## src/rtl/assert_macros.svh

```systemverilog
// Assertion helpers for the RTL.
`ifndef ASSERT_MACROS_SVH
`define ASSERT_MACROS_SVH

// Check that a property holds on every clock edge outside reset.
`define ASSERT_CLK(label, clk, rst, prop, msg) \
   label: assert property (@(posedge clk) disable iff (rst) (prop)) else $error(msg);

// Check a property during reset as well.
`define ASSERT_ALWAYS(label, clk, prop, msg) \
   label: assert property (@(posedge clk) (prop)) else $error(msg);

`endif

```

## src/rtl/spq_pkg.sv

```systemverilog
`default_nettype none
package spq_pkg;
   localparam int unsigned PRI_W = 7;
   localparam int unsigned TAG_W = 16;
   localparam int unsigned STAT_W = 2;
   localparam int unsigned OCC_W = 5;

   typedef logic [PRI_W-1:0] pri_type;
   typedef logic [TAG_W-1:0] tag_type;

   typedef enum logic {
      REQ_INSERT = 1'b0,
      REQ_REMOVE = 1'b1
   } req_kind_type;

   typedef enum logic [STAT_W-1:0] {
      ST_INSERTED = 2'd0,
      ST_SERVED   = 2'd1,
      ST_EMPTY    = 2'd2,
      ST_FULL     = 2'd3
   } status_type;

   typedef enum logic [2:0] {
      S_IDLE,
      S_SCAN,
      S_SHIFT_UP,
      S_SHIFT_DOWN,
      S_REPLY
   } state_type;
endpackage
`default_nettype wire

```

## src/rtl/spq_if.sv

```systemverilog
`default_nettype none
interface spq_req_if import spq_pkg::*; ();
   logic    valid;
   logic    ready;
   logic    req_type;
   pri_type priority_req;
   tag_type order_tag;
   modport source (output valid, req_type, priority_req, order_tag, input ready);
   modport sink (input valid, req_type, priority_req, order_tag, output ready);
endinterface

interface spq_rsp_if import spq_pkg::*; ();
   logic              valid;
   logic              ready;
   logic [STAT_W-1:0] status;
   tag_type           served_tag;
   pri_type           served_priority;
   logic [OCC_W-1:0]  occupancy;
   modport source (output valid, status, served_tag, served_priority, occupancy,
                   input ready);
   modport sink (input valid, status, served_tag, served_priority, occupancy,
                 output ready);
endinterface
`default_nettype wire

```

## src/rtl/sorted_priority_queue.sv

```systemverilog
`default_nettype none
// Sorted-list priority queue of QUEUE_DEPTH entries. Each request word either
// inserts (priority, tag) or removes the head, which holds the largest
// priority; equal priorities leave in arrival order. Entries sit in one
// simple dual-port memory with a registered read port, read and written by a
// sequencer. A request is decoded in the idle state, then takes one memory
// step per entry touched: an insert scans from the head to its slot (pos+1
// reads, at most count) and then moves the tail up one slot per cycle and
// writes the new entry (count-pos+1 writes); a remove captures the head and
// moves every other held entry down one slot (count reads). The result word
// passes a reply state and is then held in an output register; the next
// request is taken once that register is free. The longest request is an
// insert into a queue holding QUEUE_DEPTH-1 entries.
// No clearing pass is needed: only slots below the count are ever read.
`include "assert_macros.svh"
module sorted_priority_queue import spq_pkg::*; #(
   parameter int unsigned QUEUE_DEPTH = 16
) (
   input  wire logic  clock,
   input  wire logic  reset,
   spq_req_if.sink    req,
   spq_rsp_if.source  rsp
);
   localparam int unsigned AW = (QUEUE_DEPTH > 1) ? $clog2(QUEUE_DEPTH) : 1;
   localparam int unsigned CW = $clog2(QUEUE_DEPTH + 1);
   localparam logic [CW-1:0] DEPTH_C = CW'(QUEUE_DEPTH);

   // Entry memory: priority and tag side by side.
   logic [PRI_W+TAG_W-1:0] mem [QUEUE_DEPTH];
   logic [PRI_W+TAG_W-1:0] rd_data_ff;
   logic                   rd_en;
   logic [AW-1:0]          rd_addr;
   logic                   wr_en;
   logic [AW-1:0]          wr_addr;
   logic [PRI_W+TAG_W-1:0] wr_data;

   always_ff @(posedge clock) begin
      if (wr_en) mem[wr_addr] <= wr_data;
      if (rd_en) rd_data_ff <= mem[rd_addr];
   end

   state_type        state_ff, state_in;
   logic [CW-1:0]    count_ff, count_in;
   logic [CW-1:0]    idx_ff, idx_in;      // slot being read or moved
   logic             rd_pend_ff, rd_pend_in;
   pri_type          pri_ff, pri_in;
   tag_type          tag_ff, tag_in;
   logic [CW-1:0]    pos_ff, pos_in;      // insert slot
   status_type       stat_ff, stat_in;
   pri_type          spri_ff, spri_in;
   tag_type          stag_ff, stag_in;
   logic             ovalid_ff, ovalid_in;

   always_ff @(posedge clock) begin
      if (reset) begin
         state_ff   <= S_IDLE;
         count_ff   <= '0;
         rd_pend_ff <= 1'b0;
         ovalid_ff  <= 1'b0;
      end else begin
         state_ff   <= state_in;
         count_ff   <= count_in;
         rd_pend_ff <= rd_pend_in;
         ovalid_ff  <= ovalid_in;
      end
      idx_ff  <= idx_in;
      pri_ff  <= pri_in;
      tag_ff  <= tag_in;
      pos_ff  <= pos_in;
      stat_ff <= stat_in;
      spri_ff <= spri_in;
      stag_ff <= stag_in;
   end

   logic    accept;
   pri_type rd_pri;
   tag_type rd_tag;
   assign rd_pri = rd_data_ff[PRI_W+TAG_W-1:TAG_W];
   assign rd_tag = rd_data_ff[TAG_W-1:0];

   assign req.ready = (state_ff == S_IDLE) && !ovalid_ff;
   assign accept    = req.valid && req.ready;

   always_comb begin
      state_in   = state_ff;
      count_in   = count_ff;
      idx_in     = idx_ff;
      rd_pend_in = 1'b0;
      pri_in     = pri_ff;
      tag_in     = tag_ff;
      pos_in     = pos_ff;
      stat_in    = stat_ff;
      spri_in    = spri_ff;
      stag_in    = stag_ff;
      ovalid_in  = ovalid_ff;
      rd_en      = 1'b0;
      rd_addr    = idx_ff[AW-1:0];
      wr_en      = 1'b0;
      wr_addr    = idx_ff[AW-1:0];
      wr_data    = {pri_ff, tag_ff};

      if (ovalid_ff && rsp.ready) ovalid_in = 1'b0;

      unique case (state_ff)
         S_IDLE: begin
            if (accept) begin
               pri_in  = req.priority_req;
               tag_in  = req.order_tag;
               spri_in = '0;
               stag_in = '0;
               idx_in  = '0;
               if (req.req_type == REQ_INSERT) begin
                  if (count_ff == DEPTH_C) begin
                     stat_in = ST_FULL;
                     state_in = S_REPLY;
                  end else begin
                     stat_in = ST_INSERTED;
                     if (count_ff == '0) begin
                        pos_in = '0;
                        idx_in = count_ff;
                        state_in = S_SHIFT_UP;
                     end else begin
                        // read head
                        rd_en = 1'b1;
                        rd_addr = '0;
                        rd_pend_in = 1'b1;
                        state_in = S_SCAN;
                     end
                  end
               end else begin
                  if (count_ff == '0) begin
                     stat_in = ST_EMPTY;
                     state_in = S_REPLY;
                  end else begin
                     stat_in = ST_SERVED;
                     rd_en = 1'b1;
                     rd_addr = '0;
                     rd_pend_in = 1'b1;
                     state_in = S_SHIFT_DOWN;
                  end
               end
            end
         end
         S_SCAN: begin
            // rd_data holds slot idx; advance while it outranks or ties
            if (rd_pri >= pri_ff && (idx_ff + 1'b1) < count_ff) begin
               idx_in = idx_ff + 1'b1;
               rd_en = 1'b1;
               rd_addr = idx_in[AW-1:0];
               rd_pend_in = 1'b1;
            end else begin
               pos_in = (rd_pri >= pri_ff) ? idx_ff + 1'b1 : idx_ff;
               idx_in = count_ff;
               state_in = S_SHIFT_UP;
               if (count_ff != ((rd_pri >= pri_ff) ? idx_ff + 1'b1 : idx_ff)) begin
                  rd_en = 1'b1;
                  rd_addr = AW'(count_ff - 1'b1);
                  rd_pend_in = 1'b1;
               end
            end
         end
         S_SHIFT_UP: begin
            // idx is the destination slot; rd_data holds slot idx-1
            if (idx_ff == pos_ff) begin
               wr_en = 1'b1;
               wr_addr = idx_ff[AW-1:0];
               wr_data = {pri_ff, tag_ff};
               count_in = count_ff + 1'b1;
               state_in = S_REPLY;
            end else begin
               wr_en = 1'b1;
               wr_addr = idx_ff[AW-1:0];
               wr_data = rd_data_ff;
               idx_in = idx_ff - 1'b1;
               if (idx_in != pos_ff) begin
                  rd_en = 1'b1;
                  rd_addr = AW'(idx_in - 1'b1);
                  rd_pend_in = 1'b1;
               end
            end
         end
         S_SHIFT_DOWN: begin
            // rd_data holds slot idx; move it to idx-1 (head is captured)
            if (idx_ff == '0) begin
               spri_in = rd_pri;
               stag_in = rd_tag;
            end else begin
               wr_en = 1'b1;
               wr_addr = AW'(idx_ff - 1'b1);
               wr_data = rd_data_ff;
            end
            if ((idx_ff + 1'b1) < count_ff) begin
               idx_in = idx_ff + 1'b1;
               rd_en = 1'b1;
               rd_addr = idx_in[AW-1:0];
               rd_pend_in = 1'b1;
            end else begin
               count_in = count_ff - 1'b1;
               state_in = S_REPLY;
            end
         end
         S_REPLY: begin
            ovalid_in = 1'b1;
            state_in = S_IDLE;
         end
         default: state_in = S_IDLE;
      endcase
   end

   assign rsp.valid           = ovalid_ff;
   assign rsp.status          = stat_ff;
   assign rsp.served_tag      = stag_ff;
   assign rsp.served_priority = spri_ff;
   assign rsp.occupancy       = OCC_W'(count_ff);

   `ASSERT_CLK(a_count_bound, clock, reset, count_ff <= DEPTH_C,
      "count exceeds depth")
   `ASSERT_CLK(a_ready_when_idle, clock, reset,
      accept |=> (state_ff != S_IDLE), "request accepted without work")
   `ASSERT_CLK(a_read_pending, clock, reset,
      (state_ff == S_SCAN) |-> rd_pend_ff, "scan without read data")
   `ASSERT_CLK(a_count_step, clock, reset,
      (count_ff != $past(count_ff)) |->
      (count_ff == $past(count_ff) + 1'b1 || count_ff == $past(count_ff) - 1'b1),
      "count jumped")
endmodule
`default_nettype wire

```

## src/flat_wrapper.sv

```systemverilog
// flat-port wrapper written by rule: the top's interface ports become plain ports
module sorted_priority_queue_flat import spq_pkg::*;
#(
   parameter int unsigned QUEUE_DEPTH = 16
)
  (clock, reset, req_valid, req_req_type, req_priority_req, req_order_tag, req_ready, rsp_valid, rsp_status, rsp_served_tag, rsp_served_priority, rsp_occupancy, rsp_ready);
  spq_req_if req_i ();
  spq_rsp_if rsp_i ();
  input  wire logic clock;
  input  wire logic reset;
  input wire logic [$bits(req_i.valid)-1:0] req_valid;
  input wire logic [$bits(req_i.req_type)-1:0] req_req_type;
  input wire logic [$bits(req_i.priority_req)-1:0] req_priority_req;
  input wire logic [$bits(req_i.order_tag)-1:0] req_order_tag;
  output wire logic [$bits(req_i.ready)-1:0] req_ready;
  output wire logic [$bits(rsp_i.valid)-1:0] rsp_valid;
  output wire logic [$bits(rsp_i.status)-1:0] rsp_status;
  output wire logic [$bits(rsp_i.served_tag)-1:0] rsp_served_tag;
  output wire logic [$bits(rsp_i.served_priority)-1:0] rsp_served_priority;
  output wire logic [$bits(rsp_i.occupancy)-1:0] rsp_occupancy;
  input wire logic [$bits(rsp_i.ready)-1:0] rsp_ready;
  assign req_i.valid = req_valid;
  assign req_i.req_type = req_req_type;
  assign req_i.priority_req = req_priority_req;
  assign req_i.order_tag = req_order_tag;
  assign req_ready = req_i.ready;
  assign rsp_valid = rsp_i.valid;
  assign rsp_status = rsp_i.status;
  assign rsp_served_tag = rsp_i.served_tag;
  assign rsp_served_priority = rsp_i.served_priority;
  assign rsp_occupancy = rsp_i.occupancy;
  assign rsp_i.ready = rsp_ready;
  sorted_priority_queue #(.QUEUE_DEPTH(QUEUE_DEPTH)) u_core (.clock(clock), .reset(reset), .req(req_i), .rsp(rsp_i));
endmodule
```

## config.mk

```make
export PLATFORM = sky130hd
export DESIGN_NAME = sorted_priority_queue_flat
export DESIGN_NICKNAME = d
export VERILOG_FILES = /design/src/rtl/spq_pkg.sv /design/src/rtl/spq_if.sv /design/src/rtl/sorted_priority_queue.sv /design/src/flat_wrapper.sv
export VERILOG_INCLUDE_DIRS = /design/src /design/src/rtl
export SDC_FILE = /design/constraint.sdc
export NUM_CORES = 1
export LEC_CHECK = 0
export BUFFER_PORTS_ARGS = -buffer_cell sky130_fd_sc_hd__buf_2
export CORE_AREA = 3 3 185 187
export CTS_CLUSTER_DIAMETER = 60
export DETAILED_ROUTE_END_ITERATION = 8
export DIE_AREA = 0 0 188 190
export GPL_ROUTABILITY_DRIVEN = 0
export PLACE_DENSITY = 0.76
export SLEW_MARGIN = 20
export SYNTH_ARGS = -nofsm -noshare
export SYNTH_HDL_FRONTEND = slang
export SYNTH_SLANG_ARGS = --single-unit
```

## constraint.sdc

```tcl
create_clock -name clock -period 7.1 [get_ports clock]
set_input_delay 0.355 -clock clock [delete_from_list [all_inputs] [get_ports clock]]
set_output_delay 0.355 -clock clock [all_outputs]
set_load 0.005 [all_outputs]
```

==> key figures <==
Worst setup path
  • Crit Path Category: reg -> reg
  • CP peak stage delay: 0.88 ns
  • Crit path from: u_core.idx_ff[0]$_DFFE_PP_
  • CP max FO: 17
  • R2r endpoint: u_core.rd_data_ff[22]$_DFFE_PP_
  • Register-to-Register Path Depth: 14
  • Crit-path cells: inv_1 > ha_1 > ha_1 > nand2_1 > o21ai_1 > a31o_2 > nor2_1 > nor2_1 > a21oi_1 > a2bb2oi_2 > or3_1 > buf_4 > o22ai_1 > nor4_1
  • Flop2flop setup slack: 1.17 ns
  • CP Launch Type: flip-flop
  • Crit path capture: u_core.rd_data_ff[22]$_DFFE_PP_
  • Slowest-stage cell, CP: or3_1
  • Crit. path cell count: 14
  • Crit. End Element: flip-flop
  • Worst reg2reg startpoint: u_core.idx_ff[0]$_DFFE_PP_
  • Crit path buffers/inverters: 2
  • Crit path max-delay family: simple AND/OR/NAND/NOR gates
  • CP arrival: between 6 and 7 ns
  • Req. time, crit path: 7.42 ns

Logic synthesis
  • Post-synthesis cell count: 1224
  • Synth Flop Type: edfxtp_1
  • Mapped Area: 0.0195 mm²
  • Mean area per synthesized cell: 15.9 µm²
  • Async S/R FF share, synth: 0
  • Post-synth EDFFs: approximately 450
  • Register area share after synthesis: 0.701
  • Yosys reg bits: 458
  • YS warnings: 0
  • Syn Nets: 1271
  • Biggest area consumer among synthesized cells: edfxtp_1
  • Unique masters post-synth: 68
  • Top cell type's share of synthesized area: 0.692
  • Synth top area cells: edfxtp_1 69%, mux2_2 9.1%, o22ai_1 2.3%, mux2_1 1.6%, nand2_1 1.5%

Global route
  • GRT met3 Usage: 0.0461
  • Busiest grt layer: met2
  • Met1 usage: 0.353
  • GR Util met2: 0.412
  • Largest net degree at the start of global routing: 84
  • Initial antenna violation count: 0
  • First-pass GRT wire length: 68500 µm
  • Number of global-route vias before repair: approximately 11000
  • Grt total ovfl: 0
  • Global-route usage over all layers: 0.255

Layout
  • Area Growth Syn to Fin: 14.5%
  • Area of the multi-input gates: 0.00542 mm²
  • Design area: 0.0223 mm²
  • Layout fillers: 2103
  • Total Nets Final: 1383
  • Share of post-route cells with drive strength above 1: 0.302
  • Commonest non-fill, non-tap cell in the layout: edfxtp_1
  • Register Area: about 0.014 mm²
  • Antenna cell count: 0
  • Commonest non-fill, non-tap cells in the layout: 449 x edfxtp_1, 157 x mux2_2, 79 x nand2_1, 73 x o22ai_1, 59 x buf_2

Route
  • Initial DRC Count: 1287
  • Vias: between 10000 and 15000
  • Routed vias/inst: 6.28
  • Routed wire per std cell: 25.2 µm
  • Final ANT Viol Nets: 0
  • Number of remaining DRC errors: 0
  • DR pass1 iterations: 6
  • Final WL: 45700 µm

CTS
  • CTS tree: done
  • Cells resized by post-CTS repair: 0
  • # Post-CTS Setup Buffers: 0
  • Clk buf depth: 3
  • CTS clock-pin slew for the worst setup and hold paths: about 0.060 ns
  • H-tree levels: 2
  • Clock sink count: 458
  • CTS root buf: clkbuf_16
  • Clock latency on the worst-skew pair: 0.57 ns
  • Total CTS buffers: 45

Floorplanning
  • Die W: 188 µm
  • Row cnt: 66
  • Core box area: 0.0326 mm²
  • Die ar.: ~0.036 mm²
  • Ports: 60
  • Die Y: between 150 and 200 µm
  • Starting Density: 0.597

STA
  • Final max-slew violation count: 0
  • RSZ-0062 raised after global routing: false
  • Clock skew: around 0.026 ns
  • Fin crit period: 5.93 ns
  • Setup tns final: 0 ns
  • Final hold viol count: 0
  • Fmax: 169 MHz
  • Final worst slack: 1.17 ns
  • Count of final setup violators: 0
  • Slew margin rel.: 0.180
  • Worst slew pin tran: around 1.2 ns
  • Final period util: 0.835

Status
  • Outcome: completed

Hold path
  • Hold-critical path depth: 2
  • Hold_sp: reset
  • Worst hold path class: in -> reg

Placement
  • Post-DP HPWL: 25000 µm
  • Placed cell area: 0.0204 mm²
  • I/O Buffers: 59
  • Pre-CTS worst setup slack: approximately 1.2 ns

Pwr
  • Leak pwr: 0.00755 µW
  • Final Total Pwr: 9050 µW
  • Peak supply drop: 0.315 mV
  • P per Cell Area: 405 mW/mm²

Run
  • Max-cap violation count: 0
[where the power goes]
part	switching (µW)	internal (µW)	total (µW)	leakage (µW)
Sequential	139	3360	3500	0.00417
Clock	988	1510	2500	0.000774
Combinational	1730	1320	3050	0.00261
[cell families after synthesis]
kind of cell               Yosys count  share of synthesized area
adders and majority gates           19                     0.0122
AOI/OAI and AO/OA                  214                     0.0780
buffers and inverters               95                     0.0245
DFF                                458                      0.701
muxes                              188                      0.108
and+or+nand+nor                    219                     0.0618
xor gates and xnor gates            31                     0.0139
[layer usage]
layer	share of wire	up-vias	routed length, µm
met2	0.48	553	22000
met5	0	-	0
met1	0.41	5715	18800
met3	0.074	114	3380
met4	0.032	0	1480
li1	-	5013	-
[per-stage QoR]
step | instances | hold slack, ns | util
floorplan | 1224 | 0.454 | -
global placement | 1704 | 0.531 | 0.626
detailed placement | 1704 | 0.533 | 0.626
CTS | 1811 | 0.0777 | 0.681
global route | 1815 | 0.0948 | 0.684
finish | 1815 | 0.0920 | 0.684
[area by class of cell]
cell class,instances,share of cell area
Clock inverter,30,0.0162
Timing Repair Buffer,138,0.0460
Tap cell,442,0.0248
Clock buffer,54,0.0543
Inverter,22,0.00370
Multi-Input combinational cell,671,0.243
Sequential cell,458,0.612
[timing repair]
action                                 4_1_cts  5_1_grt
setup endpoints to repair                    0        0
endpoints found under the hold margin       23        0
hold buffers                                23        0
[registers in the layout, indices dropped and copies added (netlist names), 7 cells and up]
register and flops:
u_core.rd_data_ff 23, u_core.mem 368, u_core.pri_ff 7, u_core.tag_ff 16, u_core.rsp.served_priority 7, u_core.rsp.served_tag 16
[synthesized netlist by cell type (7+ instances only)]
| cell type | instances |
|---|---|
| buf_4 | 15 |
| clkbuf_1 | 29 |
| o22ai_2 | 20 |
| xnor2_1 | 23 |
| xor2_1 | 8 |
| o21ai_0 | 42 |
| edfxtp_1 | 449 |
| nor3_1 | 7 |
| and3_1 | 23 |
| ha_1 | 19 |
| mux2_1 | 28 |
| o22ai_1 | 73 |
| nand3_1 | 7 |
| nor2_1 | 46 |
| nand2_1 | 79 |
| dfxtp_1 | 9 |
| nor4_2 | 22 |
| buf_2 | 20 |
| a21oi_1 | 24 |
| mux2_2 | 157 |
| inv_1 | 22 |
[worst min-delay path by stage]
stage                                                 to
floorplan                     u_core.pri_ff[0]$_DFFE_PP_
global placement             u_core.tag_ff[14]$_DFFE_PP_
detailed placement           u_core.tag_ff[12]$_DFFE_PP_
CTS                      u_core.state_ff[0]$_SDFFE_PP0P_
global route        u_core.rsp.occupancy[2]$_SDFFE_PP0P_
finish                   u_core.state_ff[0]$_SDFFE_PP0P_
Note: power is estimated with default switching activity, not from simulation.
